<file path="src/rtl/lfsc_pkg.sv">
// Package for the line follower steering controller.
// Holds the tracking state type, the code constants and the drive scaling function.
// No dependencies; lfsc_step, the core and the testbench import it.
`default_nettype none

package lfsc_pkg;

  localparam int unsigned NUM_SENSORS = 5;

  // Register indexes of the configuration port.
  localparam logic [2:0] REG_THR_ZERO  = 3'd0;
  localparam logic [2:0] REG_THR_ONE   = 3'd1;
  localparam logic [2:0] REG_THR_TWO   = 3'd2;
  localparam logic [2:0] REG_THR_THREE = 3'd3;
  localparam logic [2:0] REG_THR_FOUR  = 3'd4;
  localparam logic [2:0] REG_MASTER    = 3'd5;

  localparam logic [7:0] THR_ZERO_RST  = 8'd128;
  localparam logic [7:0] THR_ONE_RST   = 8'd180;
  localparam logic [7:0] THR_TWO_RST   = 8'd76;
  localparam logic [7:0] THR_THREE_RST = 8'd76;
  localparam logic [7:0] THR_FOUR_RST  = 8'd180;
  localparam logic [7:0] MASTER_RST    = 8'd230;

  // Remembered turn direction.
  localparam logic [1:0] DIR_NONE     = 2'd0;
  localparam logic [1:0] DIR_RIGHT    = 2'd1;
  localparam logic [1:0] DIR_LEFT     = 2'd2;
  localparam logic [1:0] DIR_STRAIGHT = 2'd3;

  // Loop tracking phase.
  localparam logic [1:0] PHASE_OUT  = 2'd0;
  localparam logic [1:0] PHASE_IN   = 2'd2;
  localparam logic [1:0] PHASE_EXIT = 2'd3;

  localparam logic [15:0] TICK_LIMIT = 16'hFFFE;
  localparam logic [7:0]  LED_MASK   = 8'hE0;

  // Motor direction codes on port bits 0-3.
  localparam logic [7:0] PORT_FWD   = 8'h0A;
  localparam logic [7:0] PORT_LEFT  = 8'h06;
  localparam logic [7:0] PORT_RIGHT = 8'h09;

  // Sensor patterns, bit i set when sensor i sees the line.
  localparam logic [4:0] PAT_C      = 5'h04;
  localparam logic [4:0] PAT_CL     = 5'h08;
  localparam logic [4:0] PAT_CR     = 5'h02;
  localparam logic [4:0] PAT_RC     = 5'h06;
  localparam logic [4:0] PAT_LC     = 5'h0C;
  localparam logic [4:0] PAT_ALL    = 5'h1F;
  localparam logic [4:0] PAT_L3     = 5'h1C;
  localparam logic [4:0] PAT_L4     = 5'h1E;
  localparam logic [4:0] PAT_L2     = 5'h18;
  localparam logic [4:0] PAT_L1     = 5'h10;
  localparam logic [4:0] PAT_R3     = 5'h07;
  localparam logic [4:0] PAT_R4     = 5'h0F;
  localparam logic [4:0] PAT_R2     = 5'h03;
  localparam logic [4:0] PAT_R1     = 5'h01;
  localparam logic [4:0] PAT_WIDE   = 5'h0E;

  // Percent scale factors: ceil(P * 2^16 / 100). With an 8-bit master level the
  // error stays below 1/256, so the top byte of the product is floor(m * P / 100).
  localparam logic [15:0] K_65 = 16'd42599;
  localparam logic [15:0] K_70 = 16'd45876;
  localparam logic [15:0] K_75 = 16'd49152;
  localparam logic [15:0] K_80 = 16'd52429;

  typedef logic [NUM_SENSORS-1:0][7:0] lfsc_bytes_t;

  typedef struct packed {
    logic [4:0]  last_pattern;
    logic [1:0]  last_direction;
    logic [1:0]  loop_phase;
    logic [15:0] fine_ticks;
    logic [15:0] mid_ticks;
    logic [15:0] coarse_ticks;
    logic [7:0]  square_count;
    logic [7:0]  best_ticks;
    logic [7:0]  best_square;
    logic [7:0]  display_value;
    logic [7:0]  port_reg;
    logic [7:0]  right_reg;
    logic [7:0]  left_reg;
    logic        halt_flag;
  } lfsc_state_t;

  localparam lfsc_state_t STATE_RESET = '{
    last_pattern:   5'd0,
    last_direction: DIR_NONE,
    loop_phase:     PHASE_OUT,
    fine_ticks:     16'd0,
    mid_ticks:      16'd0,
    coarse_ticks:   16'd0,
    square_count:   8'd0,
    best_ticks:     8'd0,
    best_square:    8'd0,
    display_value:  8'd0,
    port_reg:       8'd0,
    right_reg:      8'hFF,
    left_reg:       8'hFF,
    halt_flag:      1'b0
  };

  function automatic logic [7:0] pct_scale(input logic [7:0] level, input logic [15:0] k);
    logic [23:0] prod;
    prod = {16'd0, level} * {8'd0, k};
    return prod[23:16];
  endfunction

  // LED field: low three bits of a value placed on port bits 5-7.
  function automatic logic [7:0] led_bits(input logic [7:0] v);
    return {v[2:0], 5'd0};
  endfunction

endpackage

`default_nettype wire

</file>
<file path="src/rtl/lfsc_if.sv">
// Channel interfaces of the line follower steering controller.
// lfsc_in_if carries one sensor sweep, lfsc_out_if one result; valid/ready handshake.
// No dependencies.
`default_nettype none

interface lfsc_in_if;
  logic       valid;
  logic       ready;
  logic [7:0] sample_zero;
  logic [7:0] sample_one;
  logic [7:0] sample_two;
  logic [7:0] sample_three;
  logic [7:0] sample_four;

  modport source (
    output valid, sample_zero, sample_one, sample_two, sample_three, sample_four,
    input  ready
  );
  modport sink (
    input  valid, sample_zero, sample_one, sample_two, sample_three, sample_four,
    output ready
  );
endinterface

interface lfsc_out_if;
  logic       valid;
  logic       ready;
  logic [7:0] port_value;
  logic [7:0] right_drive;
  logic [7:0] left_drive;
  logic       stopped;

  modport source (
    output valid, port_value, right_drive, left_drive, stopped,
    input  ready
  );
  modport sink (
    input  valid, port_value, right_drive, left_drive, stopped,
    output ready
  );
endinterface

`default_nettype wire

</file>
<file path="src/rtl/lfsc_step.sv">
// Next-state logic for one sensor sweep: thresholding, tick counters, loop tracking,
// halt test and steering decode. Purely combinational; depends on lfsc_pkg.
`default_nettype none

module lfsc_step
  import lfsc_pkg::*;
(
  input  wire lfsc_bytes_t samples,
  input  wire lfsc_bytes_t thresholds,
  input  wire logic [7:0]  full_scale,
  input  wire lfsc_state_t st_i,
  output lfsc_state_t      st_o
);

  logic [4:0]  pat;
  lfsc_state_t s;
  logic        drv;
  logic        set_dir;
  logic [7:0]  port_v;
  logic [15:0] kr;
  logic [15:0] kl;
  logic [1:0]  dir_v;

  always_comb begin
    for (int i = 0; i < NUM_SENSORS; i++) begin
      pat[i] = samples[i] > thresholds[i];
    end
  end

  always_comb begin
    s       = st_i;
    drv     = 1'b0;
    set_dir = 1'b0;
    port_v  = PORT_FWD;
    kr      = K_80;
    kl      = K_80;
    dir_v   = DIR_STRAIGHT;

    if (!st_i.halt_flag) begin
      // Cascaded tick counters run only inside the loop.
      if (s.loop_phase == PHASE_IN) begin
        s.fine_ticks = s.fine_ticks + 16'd1;
      end
      if (s.fine_ticks >= TICK_LIMIT) begin
        s.mid_ticks  = s.mid_ticks + 16'd1;
        s.fine_ticks = 16'd0;
      end
      if (s.mid_ticks >= TICK_LIMIT) begin
        s.coarse_ticks = s.coarse_ticks + 16'd1;
        s.mid_ticks    = 16'd0;
        s.fine_ticks   = 16'd0;
      end

      if (s.loop_phase == PHASE_EXIT) begin
        s.loop_phase = PHASE_OUT;
        s.port_reg   = s.port_reg | led_bits(s.display_value);
      end
      if (s.loop_phase == PHASE_OUT) begin
        s.display_value = s.square_count;
        s.port_reg      = s.port_reg | led_bits(s.display_value);
      end

      if (s.last_pattern == PAT_ALL && pat == PAT_ALL) begin
        // Second all-black sweep: show the best square and stop for good.
        s.port_reg      = led_bits(s.best_square);
        s.display_value = s.best_square;
        s.halt_flag     = 1'b1;
      end else if (s.last_pattern != pat) begin
        case (pat)
          PAT_C, PAT_CL, PAT_CR: begin
            drv = 1'b1; set_dir = 1'b1;
          end
          PAT_RC: begin
            drv = 1'b1; set_dir = 1'b1; kr = K_75; dir_v = DIR_RIGHT;
          end
          PAT_LC: begin
            drv = 1'b1; set_dir = 1'b1; kl = K_75; dir_v = DIR_LEFT;
          end
          PAT_ALL: begin
            // Node: toggles loop tracking, drives straight with the LEDs lit.
            if (s.loop_phase == PHASE_OUT) begin
              s.loop_phase = PHASE_IN;
            end else if (s.loop_phase == PHASE_IN) begin
              s.loop_phase = PHASE_EXIT;
              if ({8'd0, s.best_ticks} <= s.coarse_ticks) begin
                s.best_square = s.square_count + 8'd2;
                s.best_ticks  = s.coarse_ticks[7:0];
              end
              s.display_value = s.square_count + 8'd1;
              s.square_count  = s.square_count + 8'd1;
              s.coarse_ticks  = 16'd0;
              s.fine_ticks    = 16'd0;
            end
            drv    = 1'b1;
            port_v = PORT_FWD | LED_MASK;
          end
          PAT_L3, PAT_L4: begin
            drv = 1'b1; set_dir = 1'b1; port_v = PORT_LEFT; kl = K_65; dir_v = DIR_LEFT;
          end
          PAT_L2, PAT_L1: begin
            drv = 1'b1; set_dir = 1'b1; port_v = PORT_LEFT; kr = K_70; dir_v = DIR_LEFT;
          end
          PAT_R3, PAT_R4: begin
            drv = 1'b1; set_dir = 1'b1; port_v = PORT_RIGHT; kr = K_65; dir_v = DIR_RIGHT;
          end
          PAT_R2, PAT_R1: begin
            drv = 1'b1; set_dir = 1'b1; port_v = PORT_RIGHT; kl = K_70; dir_v = DIR_RIGHT;
          end
          PAT_WIDE: begin
            // Wide center: turn again in the remembered direction, if one is remembered.
            if (s.last_direction == DIR_RIGHT) begin
              drv = 1'b1; set_dir = 1'b1; port_v = PORT_RIGHT; kl = K_70; dir_v = DIR_RIGHT;
            end else if (s.last_direction == DIR_LEFT) begin
              drv = 1'b1; set_dir = 1'b1; port_v = PORT_LEFT; kr = K_70; dir_v = DIR_LEFT;
            end
          end
          default: begin
          end
        endcase

        if (drv) begin
          s.port_reg  = port_v;
          s.right_reg = pct_scale(full_scale, kr);
          s.left_reg  = pct_scale(full_scale, kl);
        end
        if (set_dir) begin
          s.last_direction = dir_v;
        end
        s.last_pattern = pat;
      end
    end
  end

  assign st_o = s;

endmodule

`default_nettype wire

</file>
<file path="src/rtl/line_follower_steering_controller_core.sv">
// Top level of the line follower steering controller.
// Holds the configuration, input, state and result registers; depends on lfsc_pkg,
// lfsc_if (channel interfaces) and lfsc_step (per-sweep next-state logic).
`default_nettype none

// Each input transaction is one sweep of five 8-bit sensor samples. Every sample is
// compared with its own threshold register (strictly greater means line), and the
// resulting 5-bit pattern steers the motors: direction bits go to port bits 0-3, and
// the right and left drive values are the full-scale drive level scaled by 65, 70, 75
// or 80 percent, truncated. The block also tracks loops between all-black nodes with
// cascaded tick counters and counts squares; the square count or the best square shows
// on port bits 5-7. Two all-black sweeps in a row stop the block for good: from then on
// every sweep returns the held outputs with stopped set. Each input transaction yields
// exactly one result transaction. A sweep is captured in an input register, processed
// in one pass of combinational logic and written to the result register together with
// the tracking state once the result register is free or being drained, so a sweep
// passes the input register and then the result register. One sweep can be taken every
// cycle while the receiver keeps ready high; the single state update per cycle sets
// that rate. The input side keeps accepting while a result waits, up to one sweep held
// in the input register. Configuration writes (thresholds at indexes 0-4, the full-scale
// drive level at index 5; other indexes are ignored) take effect at once and should be
// made only while no sweep is in flight.

module line_follower_steering_controller_core
  import lfsc_pkg::*;
(
  input  wire logic       clk,
  input  wire logic       rst_n,
  lfsc_in_if.sink         in_ch,
  lfsc_out_if.source      out_ch,
  input  wire logic       cfg_we,
  input  wire logic [2:0] cfg_index,
  input  wire logic [7:0] cfg_data
);

  lfsc_bytes_t thr_r;
  logic [7:0]  master_r;

  // Input register.
  logic        s1_v_r;
  lfsc_bytes_t s1_samp_r;
  logic        s1_fire;

  // Tracking state.
  lfsc_state_t state_r;
  lfsc_state_t state_nxt;

  // Result register.
  logic        out_v_r;
  logic [7:0]  out_port_r;
  logic [7:0]  out_right_r;
  logic [7:0]  out_left_r;
  logic        out_stop_r;

  // Configuration registers.
  always_ff @(posedge clk) begin
    if (!rst_n) begin
      thr_r[0] <= THR_ZERO_RST;
      thr_r[1] <= THR_ONE_RST;
      thr_r[2] <= THR_TWO_RST;
      thr_r[3] <= THR_THREE_RST;
      thr_r[4] <= THR_FOUR_RST;
      master_r <= MASTER_RST;
    end else if (cfg_we) begin
      case (cfg_index)
        REG_THR_ZERO:  thr_r[0] <= cfg_data;
        REG_THR_ONE:   thr_r[1] <= cfg_data;
        REG_THR_TWO:   thr_r[2] <= cfg_data;
        REG_THR_THREE: thr_r[3] <= cfg_data;
        REG_THR_FOUR:  thr_r[4] <= cfg_data;
        REG_MASTER:    master_r <= cfg_data;
        default: begin
        end
      endcase
    end
  end

  // The held sweep moves on whenever the result register is free or being drained.
  assign s1_fire     = s1_v_r && (!out_v_r || out_ch.ready);
  assign in_ch.ready = !s1_v_r || s1_fire;

  always_ff @(posedge clk) begin
    if (!rst_n) begin
      s1_v_r <= 1'b0;
    end else if (in_ch.ready) begin
      s1_v_r <= in_ch.valid;
    end
  end

  always_ff @(posedge clk) begin
    if (in_ch.valid && in_ch.ready) begin
      s1_samp_r[0] <= in_ch.sample_zero;
      s1_samp_r[1] <= in_ch.sample_one;
      s1_samp_r[2] <= in_ch.sample_two;
      s1_samp_r[3] <= in_ch.sample_three;
      s1_samp_r[4] <= in_ch.sample_four;
    end
  end

  lfsc_step u_step (
    .samples    (s1_samp_r),
    .thresholds (thr_r),
    .full_scale (master_r),
    .st_i       (state_r),
    .st_o       (state_nxt)
  );

  always_ff @(posedge clk) begin
    if (!rst_n) begin
      state_r <= STATE_RESET;
    end else if (s1_fire) begin
      state_r <= state_nxt;
    end
  end

  // Result register.
  always_ff @(posedge clk) begin
    if (!rst_n) begin
      out_v_r <= 1'b0;
    end else if (s1_fire) begin
      out_v_r <= 1'b1;
    end else if (out_ch.ready) begin
      out_v_r <= 1'b0;
    end
  end

  always_ff @(posedge clk) begin
    if (s1_fire) begin
      out_port_r  <= state_nxt.port_reg;
      out_right_r <= state_nxt.right_reg;
      out_left_r  <= state_nxt.left_reg;
      out_stop_r  <= state_nxt.halt_flag;
    end
  end

  assign out_ch.valid       = out_v_r;
  assign out_ch.port_value  = out_port_r;
  assign out_ch.right_drive = out_right_r;
  assign out_ch.left_drive  = out_left_r;
  assign out_ch.stopped     = out_stop_r;

endmodule

`default_nettype wire

</file>
<file path="src/flat_wrapper.sv">
// flat-port wrapper written by rule: the top's interface ports become plain ports
module line_follower_steering_controller_core_flat import lfsc_pkg::*;
  (clk, rst_n, cfg_we, cfg_index, cfg_data, in_ch_valid, in_ch_sample_zero, in_ch_sample_one, in_ch_sample_two, in_ch_sample_three, in_ch_sample_four, in_ch_ready, out_ch_valid, out_ch_port_value, out_ch_right_drive, out_ch_left_drive, out_ch_stopped, out_ch_ready);
  lfsc_in_if in_ch_i ();
  lfsc_out_if out_ch_i ();
  input  wire logic clk;
  input  wire logic rst_n;
  input  wire logic cfg_we;
  input  wire logic [2:0] cfg_index;
  input  wire logic [7:0] cfg_data;
  input wire logic [$bits(in_ch_i.valid)-1:0] in_ch_valid;
  input wire logic [$bits(in_ch_i.sample_zero)-1:0] in_ch_sample_zero;
  input wire logic [$bits(in_ch_i.sample_one)-1:0] in_ch_sample_one;
  input wire logic [$bits(in_ch_i.sample_two)-1:0] in_ch_sample_two;
  input wire logic [$bits(in_ch_i.sample_three)-1:0] in_ch_sample_three;
  input wire logic [$bits(in_ch_i.sample_four)-1:0] in_ch_sample_four;
  output wire logic [$bits(in_ch_i.ready)-1:0] in_ch_ready;
  output wire logic [$bits(out_ch_i.valid)-1:0] out_ch_valid;
  output wire logic [$bits(out_ch_i.port_value)-1:0] out_ch_port_value;
  output wire logic [$bits(out_ch_i.right_drive)-1:0] out_ch_right_drive;
  output wire logic [$bits(out_ch_i.left_drive)-1:0] out_ch_left_drive;
  output wire logic [$bits(out_ch_i.stopped)-1:0] out_ch_stopped;
  input wire logic [$bits(out_ch_i.ready)-1:0] out_ch_ready;
  assign in_ch_i.valid = in_ch_valid;
  assign in_ch_i.sample_zero = in_ch_sample_zero;
  assign in_ch_i.sample_one = in_ch_sample_one;
  assign in_ch_i.sample_two = in_ch_sample_two;
  assign in_ch_i.sample_three = in_ch_sample_three;
  assign in_ch_i.sample_four = in_ch_sample_four;
  assign in_ch_ready = in_ch_i.ready;
  assign out_ch_valid = out_ch_i.valid;
  assign out_ch_port_value = out_ch_i.port_value;
  assign out_ch_right_drive = out_ch_i.right_drive;
  assign out_ch_left_drive = out_ch_i.left_drive;
  assign out_ch_stopped = out_ch_i.stopped;
  assign out_ch_i.ready = out_ch_ready;
  line_follower_steering_controller_core u_core (.clk(clk), .rst_n(rst_n), .in_ch(in_ch_i), .out_ch(out_ch_i), .cfg_we(cfg_we), .cfg_index(cfg_index), .cfg_data(cfg_data));
endmodule
</file>
<file path="config.mk">
export PLATFORM = sky130hd
export DESIGN_NAME = line_follower_steering_controller_core_flat
export DESIGN_NICKNAME = d
export VERILOG_FILES = /design/src/rtl/lfsc_pkg.sv /design/src/rtl/lfsc_if.sv /design/src/rtl/lfsc_step.sv /design/src/rtl/line_follower_steering_controller_core.sv /design/src/flat_wrapper.sv
export SDC_FILE = /design/constraint.sdc
export NUM_CORES = 1
export LEC_CHECK = 0
export BUFFER_PORTS_ARGS = -buffer_cell sky130_fd_sc_hd__buf_4
export CORE_ASPECT_RATIO = 0.9
export CORE_MARGIN = 2
export CORE_UTILIZATION = 60
export DETAILED_ROUTE_END_ITERATION = 16
export PLACE_DENSITY = 0.78
export SLEW_MARGIN = 20
export SYNTH_ARGS = -nofsm -noshare
export SYNTH_HDL_FRONTEND = slang
export SYNTH_SLANG_ARGS = --single-unit
export TNS_END_PERCENT = 1
</file>
<file path="constraint.sdc">
create_clock -name clk -period 11 [get_ports clk]
set_input_delay 1.1 -clock clk [delete_from_list [all_inputs] [get_ports clk]]
set_output_delay 1.1 -clock clk [all_outputs]
set_load 0.005 [all_outputs]
</file>
After elaboration in Yosys (flattened, before gate mapping). Index checks and enable logic that the tools add are counted.

Add/subtract/negate cells: 5. $mul: 2. Magnitude comparators: 8. Equal/unequal tests: 27. Muxes and demuxes: 57. Bitwise operators: 5. Reductions and logical operators: 31.

Operator list (count): $mux 48 (5); $mux 16 (13); $pmux 15 s4 (2); $mux 18 (4); $mux 72 (1); $mux 32 (2); $add 16x1->16 const B (3); $mul 8x16->24 (2); $mux 15 (3); $gt 8x8->1 (5); $mux 40 (1); $ge 16x16->1 const B (2); $pmux 8 s4 (1); $eq 5x5->1 const B (6); $mux 25 (1); $mux 24 (1); $eq 5x4->1 const B (4); $le 8x16->1 (1); $mux 8 (2); $or 8x8->8 (2); $eq 5x3->1 const B (3); $reduce_and 2->1 (7); $reduce_or 14->1 (1); $reduce_or 13->1 (1); 29 further kinds (62).

Register bits after elaboration: 229. Output and inout bits: 27.

Logic depth before layout (Yosys ltp). Gate-level depths: netlist of the first run.

Word-level depth: 17. Mapped depth: 34. Mapped depth without buffers: 33.

Modules after synthesis. From an unflattened synthesis of the first run, not the netlist that was laid out.

Cell total of the unflattened synthesis: 2239. Area total of the unflattened synthesis: 19167.1 um^2.

Modules (own cells, without submodules): lfsc_step (times used 1, cells an instance 1495, area each 10951.8 um^2, seq. area each 0.0 um^2); line_follower_steering_controller_core (times used 1, cells an instance 744, area each 8215.4 um^2, seq. area each 5235.0 um^2).

Worst setup path before layout of the first run. OpenSTA, ideal clock, no wires.

Kind: register -> register. Start: register u_core.s1_samp_r[29] (netlist bit). End: register u_core.out_left_r[6], in the netlist u_core.out_ch.left_drive[6] (data pin). Library setup time: 260 ps. Arrival: 7231 ps. Required time: 10740 ps. Path slack: 3510 ps. Cell stages (with the launch flop): 32. Buffers on the path: 0. Period minus slack after synthesis: 7490 ps. Path through: edfxtp_1 > ha_1 > a21o_1 > a21oi_1 > nor2b_1 > o32ai_1 > nor2_1 > nand2_1 > nor2_1 > a21oi_1 > and2_1 > or2_2 > inv_1 > fa_1 > fa_1 > inv_1 > fa_1 > inv_1 > fa_1 > inv_1 > ha_1 > a21o_1 > a21o_1 > a21oi_1 > nor2b_1 > o21ai_0 > a21oi_1 > o41a_1 > o41ai_1 > o21bai_1 > xor2_1 > mux2_2.

RTL lines: start, declared (RTL line line_follower_steering_controller_core.sv:41) `lfsc_bytes_t s1_samp_r;`; end signal, assigned (RTL line line_follower_steering_controller_core.sv:131) `out_left_r <= state_nxt.left_reg;`; end, declared (RTL line line_follower_steering_controller_core.sv:52) `logic [7:0] out_left_r;`.

==> load_flow_metrics.sql, run 1 <==
INSERT INTO impl_metrics (metric_group, metric, value, unit) VALUES
('status', 'outcome', 'finished clean', ''),
('final_layout', 'layout-area-overhead-vs-synth', '9.88', '%'),
('final_layout', 'finish.utilization', '67.2', '%'),
('critical_path', 'worstPathBufferInverterCount', '1', ''),
('clock_network', 'cts-root-to-sink-buffers', '3', ''),
('final_layout', 'count_of_inserted_antenna_diode_cells', '0', ''),
('detailed_routing', 'met3_wirelength', '2660', 'um'),
('synth', 'synthesis.instances', '1957', ''),
('sta', 'final_min_period_over_clock_period', '76.6', '%'),
('detailed_routing', 'routedWlPerCell', '17.8', 'um'),
('placement', 'gpl_wtd_cong', '0.914', ''),
('detailed_routing', 'met1_length', '18900', 'um'),
('synth', 'synth.cell_area', '17100', 'um^2'),
('global_routing', 'first_global_vias', '14000', ''),
('global_routing', 'grt_start_max_net_pins', '87', ''),
('detailed_routing', 'wirelength', '42300', 'um'),
('placement', 'port-buffer-count', '82', ''),
('synth', 'synthAdderAreaFrac', '26.3', '%'),
('sta', 'clock-skew-final', '9.66', 'ps'),
('global_routing', 'number_of_antenna_violations_at_the_first_check_in_global_routing', '0', ''),
('global_routing', 'gr-usage-all-layers', '28.7', '%'),
('sta', 'slew-limit-headroom', '25.9', '%'),
('synth', 'ys_dominant_reg_cell', 'sky130_fd_sc_hd__dfxtp_1', ''),
('placement', 'dpl_worst_slack', '2440', 'ps'),
('critical_path', 'cp_slowest_cell', 'sky130_fd_sc_hd__o32ai_1', ''),
('critical_path', 'worstPathRequired', '11290', 'ps'),
('detailed_routing', 'drc_violations', '0', ''),
('critical_path', 'worst_path_largest_cell_delay', '770', 'ps'),
('sta', 'hold_ws', '428', 'ps'),
('synth', 'sequential_share_of_the_synthesized_area', '28.8', '%'),
('detailed_routing', 'antenna_violating_nets_post_route', '0', ''),
('synth', 'synth_async_sr_flop_share', '0', '%'),
('sta', 'max_slew.worst_pin.slew', '1100', 'ps'),
('synth', 'synth_top_family_by_area', 'adder cells', ''),
('final_layout', 'post_route_cells_drive_above_1_share', '9.17', '%'),
('synth', 'yosys.area.top_type', 'sky130_fd_sc_hd__dfxtp_1', ''),
('sta', 'final_worst_setup_slack', '2570', 'ps'),
('floorplanning', 'die-area', '29900', 'um^2'),
('synth', 'mappedNetlistNets', '2294', ''),
('critical_path', 'worstSetupEndpointType', 'flop', ''),
('placement', 'detailed_place_hpwl', '31600', 'um'),
('detailed_routing', 'via_per_inst', '5.91', ''),
('detailed_routing', 'met2_length', '19600', 'um'),
('clock_network', 'clock_tree_from_tritoncts', 'yes', ''),
('synth', 'yosys_warnings', '0', ''),
('min_path', 'min_path_type', 'reg -> reg', ''),
('floorplanning', 'dieHeight', '164', 'um'),
('power', 'static-leakage-power', '8.21', 'nW'),
('floorplanning', 'floorplan.initialDensity', '61.1', '%'),
('clock_network', 'ctsHoldBuffers', '0', ''),
('synth', 'area_fraction_in_compound_gates_after_synthesis', '13.2', '%'),
('run', 'maxCapViolations', '0', ''),
('detailed_routing', 'detailedRoute.firstIterationViolations', '1155', ''),
('synth', 'synth.lib_cells_used.distinct', '72', ''),
('critical_path', 'r2r-start', 'u_core.s1_samp_r[21]', ''),
('critical_path', 'startpoint', 'u_core.s1_samp_r[21]', ''),
('synth', 'synth_enable_flop_cells', '65', ''),
('floorplanning', 'num_io_pins', '83', ''),
('sta', 'finalSetupViolations', '0', ''),
('clock_network', 'numCtsBuffers', '23', ''),
('sta', 'drv_slew', '0', ''),
('clock_network', 'postCtsSetupBuffers', '0', ''),
('synth', 'avgSynthCellArea', '8.75', 'um^2'),
('clock_network', 'cts-root-buf', 'sky130_fd_sc_hd__clkbuf_16', ''),
('synth', 'largest_cells_by_area_after_synthesis', 'sky130_fd_sc_hd__dfxtp_1, sky130_fd_sc_hd__fa_1, sky130_fd_sc_hd__edfxtp_1, sky130_fd_sc_hd__ha_1, sky130_fd_sc_hd__inv_1', ''),
('clock_network', 'cts.htree.levels', '1', ''),
('clock_network', 'clock_latency', '540', 'ps'),
('critical_path', 'cp_max_fo', '10', ''),
('synth', 'yosysMostFrequentCell', 'sky130_fd_sc_hd__inv_1', ''),
('floorplanning', 'die_width', '182', 'um'),
('critical_path', 'cpLargestDelayFamily', 'compound AO/OA/AOI/OAI gates', '');
through the flow:
stage	cells	cell area, um^2	power (mW)
6_report	2378	18800	3.95
5_1_grt	2378	18800	4.30
3_5_place_dp	2336	18000	3.12
4_1_cts	2378	18800	3.95
3_3_place_gp	2336	18000	3.04
2_1_floorplan	1957	17100	2.60
state kept, by name, indices dropped and copies added, names as in the netlist:
register / count
u_core.out_ch.right_drive: 8
u_core.out_ch.left_drive: 8
u_core.s1_samp_r: 40
u_core.out_ch.port_value: 8
u_core.out_ch.valid: 1
u_core.thr_r: 40
u_core.s1_v_r: 1
u_core.master_r: 8
u_core.state_r: 99
u_core.out_ch.stopped: 1
routing by layer:
layer	up-vias	GRT usage, %
met2	541	47.8
met1	6745	39.4
li1	6685	-
met3	84	3.70
met5	-	0
met4	0	8.58
power breakdown:
group          total, mW  internal, mW  switching [mW]
clock network      0.809         0.462           0.347
registers          0.937         0.907          0.0294
logic               2.20         0.956            1.25
worst register-to-register path: cells and delay by family (launching register included):
| kind | cells | cell delay, ps |
|---|---|---|
| AOI/OAI and AO/OA | 12 | 3570 |
| adders and majority gates | 6 | 2770 |
| and+or+nand+nor | 7 | 960 |
| DFF | 1 | 390 |
| muxes | 1 | 280 |
| xor gates and xnor gates | 1 | 190 |
| buffers and inverters | 1 | 40 |
cells by family after synthesis:
group,after synthesis
flip-flops,214
adder cells (fa/ha/maj),281
XOR/XNOR,47
AND/OR/NAND/NOR,663
AO/OA/AOI/OAI,356
buffers and inverters,357
multiplexers,39
placed cells by master (no fill, tap or decap), drive strengths merged, types with 23 or more instances in the layout:
cell type	instances
inv	284
nand2	247
ha	149
dfxtp	149
fa	132
a21oi	130
nor2	115
buf	95
o21ai	67
edfxtp	65
nand3	59
and2	38
nor3	34
nor2b	32
xnor2	31
clkbuf	29
a21o	26
o211ai	25
nand4	24
or3	23
final timing paths:
path	to	slack, ps	depth (start not counted)
worst max-delay path	u_core.out_ch.left_drive[6]	2570	28
worst min-delay path	u_core.state_r[21]	430	2
worst min register to register	u_core.state_r[21]	430	2
worst max register to register	u_core.out_ch.left_drive[6]	2570	28
area by class of cell:
class,count,area [um^2]
Clock buffer,29,671
Clock inverter,13,120
Fill cell,2239,9190
Inverter,281,1050
Multi-Input combinational cell,1386,10900
Sequential cell,214,4930
Tap cell,360,450
Timing Repair Buffer,95,713
Note: power is estimated with default switching activity, not from simulation.
==> inputs of run 2 (changes only) <==
--- a/config.mk
+++ b/config.mk
@@ -8,7 +8,7 @@
 export BUFFER_PORTS_ARGS = -buffer_cell sky130_fd_sc_hd__buf_4
 export CORE_ASPECT_RATIO = 0.9
 export CORE_MARGIN = 2
-export CORE_UTILIZATION = 60
+export CORE_UTILIZATION = 57
 export DETAILED_ROUTE_END_ITERATION = 16
 export PLACE_DENSITY = 0.78
 export SLEW_MARGIN = 20
==> constraint.sdc (replaced) <==
create_clock -name clk -period 7.73 [get_ports clk]
set_input_delay 0.773 -clock clk [delete_from_list [all_inputs] [get_ports clk]]
set_output_delay 0.773 -clock clk [all_outputs]
set_load 0.005 [all_outputs]
==> run 2 against run 1 <==
Net effect: largest power group unchanged; global-route usage shrank 1.7 points; non-clock buffer count increased by 34; via count grew 0.49%; critical endpoint is now u_core.out_ch.right_drive[6]; worst setup slack got worse by 2400 ps; power is 48% higher; worst hold slack worse by 34 ps; clock power up 33%; register-to-register slack got worse by 2400 ps; die area up 5.1%; clock-buffer cell count increased by 2; maximum frequency up 12%; utilization decreased by 2.4 points.
==> load_flow_metrics.sql, run 2 (synthesis results as in run 1) <==
INSERT INTO impl_metrics (metric_group, metric, value, unit) VALUES
('min_path', 'min_path_type', 'in -> reg', ''),
('critical_path', 'worst_ep_arrival_time', '7830', 'ps'),
('power', 'peakVddDrop', '0.356', 'mV'),
('global_routing', 'grt_first_pass_wirelength', '69600', 'um'),
('run', 'maxCapViolations', '0', ''),
('sta', 'slew-limit-headroom', '26.9', '%'),
('critical_path', 'worstSetupEndpointType', 'flop', ''),
('floorplanning', 'die_width', '187', 'um'),
('critical_path', 'worst_r2r_path_depth', '28', ''),
('final_layout', 'finalNetCount', '2373', ''),
('placement', 'detailed_place_hpwl', '31900', 'um'),
('power', 'power_per_cell_area', '304', 'nW/um^2'),
('detailed_routing', 'wirelength', '42700', 'um'),
('sta', 'hold_ws', '394', 'ps'),
('detailed_routing', 'via_per_inst', '5.75', ''),
('global_routing', 'global_route.overflow_total', '0', ''),
('min_path', 'worst_hold_startpoint', 'in_ch_sample_four[7]', ''),
('placement', 'gpl_wtd_cong', '0.980', ''),
('final_layout', 'count_of_inserted_antenna_diode_cells', '0', ''),
('clock_network', 'ctsHoldBuffers', '0', ''),
('critical_path', 'r2r-start', 'u_core.thr_r[10]', ''),
('floorplanning', 'dieHeight', '168', 'um'),
('detailed_routing', 'routedWlPerCell', '17.4', 'um'),
('final_layout', 'post_route_cells_drive_above_1_share', '12.3', '%'),
('detailed_routing', 'drc_violations', '0', ''),
('detailed_routing', 'met2_length', '20800', 'um'),
('power', 'static-leakage-power', '8.38', 'nW'),
('clock_network', 'cts.htree.levels', '1', ''),
('critical_path', 'regToRegEndpoint', 'u_core.out_ch.right_drive[6]', ''),
('detailed_routing', 'highest-signal-layer', 'met4', ''),
('critical_path', 'worst_path_largest_cell_delay', '540', 'ps'),
('placement', 'port-buffer-count', '82', ''),
('clock_network', 'cts.reportedPaths.clkPinSlew', '60', 'ps'),
('detailed_routing', 'detailedRoute.firstIterationViolations', '1133', ''),
('sta', 'clock-skew-final', '34.0', 'ps'),
('sta', 'finalSetupViolations', '0', ''),
('sta', 'final.setup.tns', '0', 'ps'),
('sta', 'drv_slew', '0', ''),
('final_layout', 'layout.cells.most_common_list', 'sky130_fd_sc_hd__inv_1, sky130_fd_sc_hd__nand2_1, sky130_fd_sc_hd__dfxtp_1', ''),
('detailed_routing', 'met1_length', '18000', 'um'),
('status', 'outcome', 'finished clean', ''),
('min_path', 'worstHoldPathCells', '1', ''),
('final_layout', 'largest_register', 'u_core.state_r', ''),
('detailed_routing', 'route.vias.total', '14100', ''),
('floorplanning', 'floorplan.initialDensity', '57.6', '%'),
('detailed_routing', 'antenna_violating_nets_post_route', '0', ''),
('sta', 'final-hold-violation-count', '0', ''),
('clock_network', 'cts-root-to-sink-buffers', '3', ''),
('min_path', 'min_delay_worst_endpoint', 'u_core.s1_samp_r[39]', ''),
('global_routing', 'gr-usage-all-layers', '27.0', '%'),
('clock_network', 'cts.sinks', '214', ''),
('critical_path', 'cp_slowest_cell', 'sky130_fd_sc_hd__fa_1', ''),
('global_routing', 'number_of_antenna_violations_at_the_first_check_in_global_routing', '0', ''),
('global_routing', 'first_global_vias', '14100', ''),
('critical_path', 'worstPathRequired', '8000', 'ps'),
('critical_path', 'cp_max_fo', '8', ''),
('clock_network', 'clock_tree_from_tritoncts', 'yes', ''),
('detailed_routing', 'met3_wirelength', '2390', 'um'),
('sta', 'max_freq', '0.132', 'GHz'),
('floorplanning', 'floorplan.core_area', '29700', 'um^2'),
('detailed_routing', 'detail_route.first_pass.iterations', '5', ''),
('clock_network', 'numCtsBuffers', '24', ''),
('sta', 'final_min_period_over_clock_period', '97.8', '%'),
('clock_network', 'cts-root-buf', 'sky130_fd_sc_hd__clkbuf_16', ''),
('sta', 'finalCriticalPeriod', '7560', 'ps'),
('critical_path', 'path_class', 'reg -> reg', ''),
('floorplanning', 'core.rowCount', '60', ''),
('final_layout', 'largest_register_ffs', '99', ''),
('critical_path', 'timing.critical_path.from_type', 'flop', ''),
('clock_network', 'clock_latency', '550', 'ps'),
('sta', 'max_slew.worst_pin.slew', '1090', 'ps'),
('floorplanning', 'num_io_pins', '83', ''),
('global_routing', 'grt_start_max_net_pins', '66', ''),
('floorplanning', 'die-area', '31500', 'um^2'),
('final_layout', 'layout.cells.most_common', 'sky130_fd_sc_hd__inv_1', ''),
('final_layout', 'layout-area-overhead-vs-synth', '12.4', '%'),
('final_layout', 'layout_top_registers', 'u_core.state_r x99, u_core.s1_samp_r x40, u_core.thr_r x40', ''),
('critical_path', 'reg2reg_setup_slack', '170', 'ps');
==> run 2: worst max-delay path, delay by kind of cell, from the launching register on <==
| family | cells | cell delay (ps) |
|---|---|---|
| buf+inv | 4 | 340 |
| mux | 1 | 280 |
| xor+xnor | 1 | 150 |
| compound gates | 10 | 2430 |
| fa+ha+maj | 6 | 2730 |
| simple gates | 6 | 1030 |
| flops | 1 | 320 |
==> run 2: worst max-delay path by stage <==
| stage | from | endpoint | cells past startpoint |
|---|---|---|---|
| 2_1_floorplan | u_core.s1_samp_r[29] | u_core.out_ch.left_drive[6] | 31 |
| 3_3_place_gp | u_core.s1_samp_r[10] | u_core.out_ch.left_drive[1] | 29 |
| 3_5_place_dp | u_core.s1_samp_r[10] | u_core.out_ch.right_drive[6] | 28 |
| 4_1_cts | u_core.s1_samp_r[10] | u_core.out_ch.right_drive[7] | 28 |
| 5_1_grt | u_core.thr_r[10] | u_core.out_ch.right_drive[6] | 31 |
| 6_report | u_core.thr_r[10] | u_core.out_ch.right_drive[6] | 28 |
==> run 2: through the flow <==
stage	std cells	area (um^2)	utilization, %	setup slack, ps	power (mW)
3_5_place_dp	2400	18200	61.3	50.3	4.55
6_report	2457	19300	64.8	173	5.86
5_1_grt	2457	19300	64.8	-92.7	6.36
2_1_floorplan	1957	17100	-	240	3.69
3_3_place_gp	2400	18200	61.3	243	4.40
4_1_cts	2444	19000	63.9	12.1	5.66
==> run 2: where the power goes <==
| group | switching (mW) | internal (mW) | leakage [nW] |
|---|---|---|---|
| clock network | 0.471 | 0.607 | 0.381 |
| logic | 1.91 | 1.54 | 6.17 |
| registers | 0.0418 | 1.29 | 1.83 |
| total | 2.42 | 3.44 | 8.38 |
==> run 2: metal layers <==
metal,track usage (%),vias up
li1,-,6750
met1,35.3,6772
met2,46.7,497
met3,3.17,105
met4,9.49,0
met5,0,-
==> run 2: final cells by class <==
| cell class | instances | area, um^2 |
|---|---|---|
| clock buffers | 31 | 657 |
| well taps | 403 | 504 |
| repair buffers | 129 | 972 |
| clock inverters | 13 | 97.6 |
| multi-input cells | 1386 | 11000 |
| fillers | 2436 | 10500 |
| inverters | 281 | 1050 |
| flip-flops and latches | 214 | 4930 |
==> run 2: what timing repair did <==
action / CTS / global route
resized for setup: 0 / 40
hold endpoints to repair: 0 / 0
endpoints found under the setup margin: 0 / 22
buffers inserted: 0 / 13
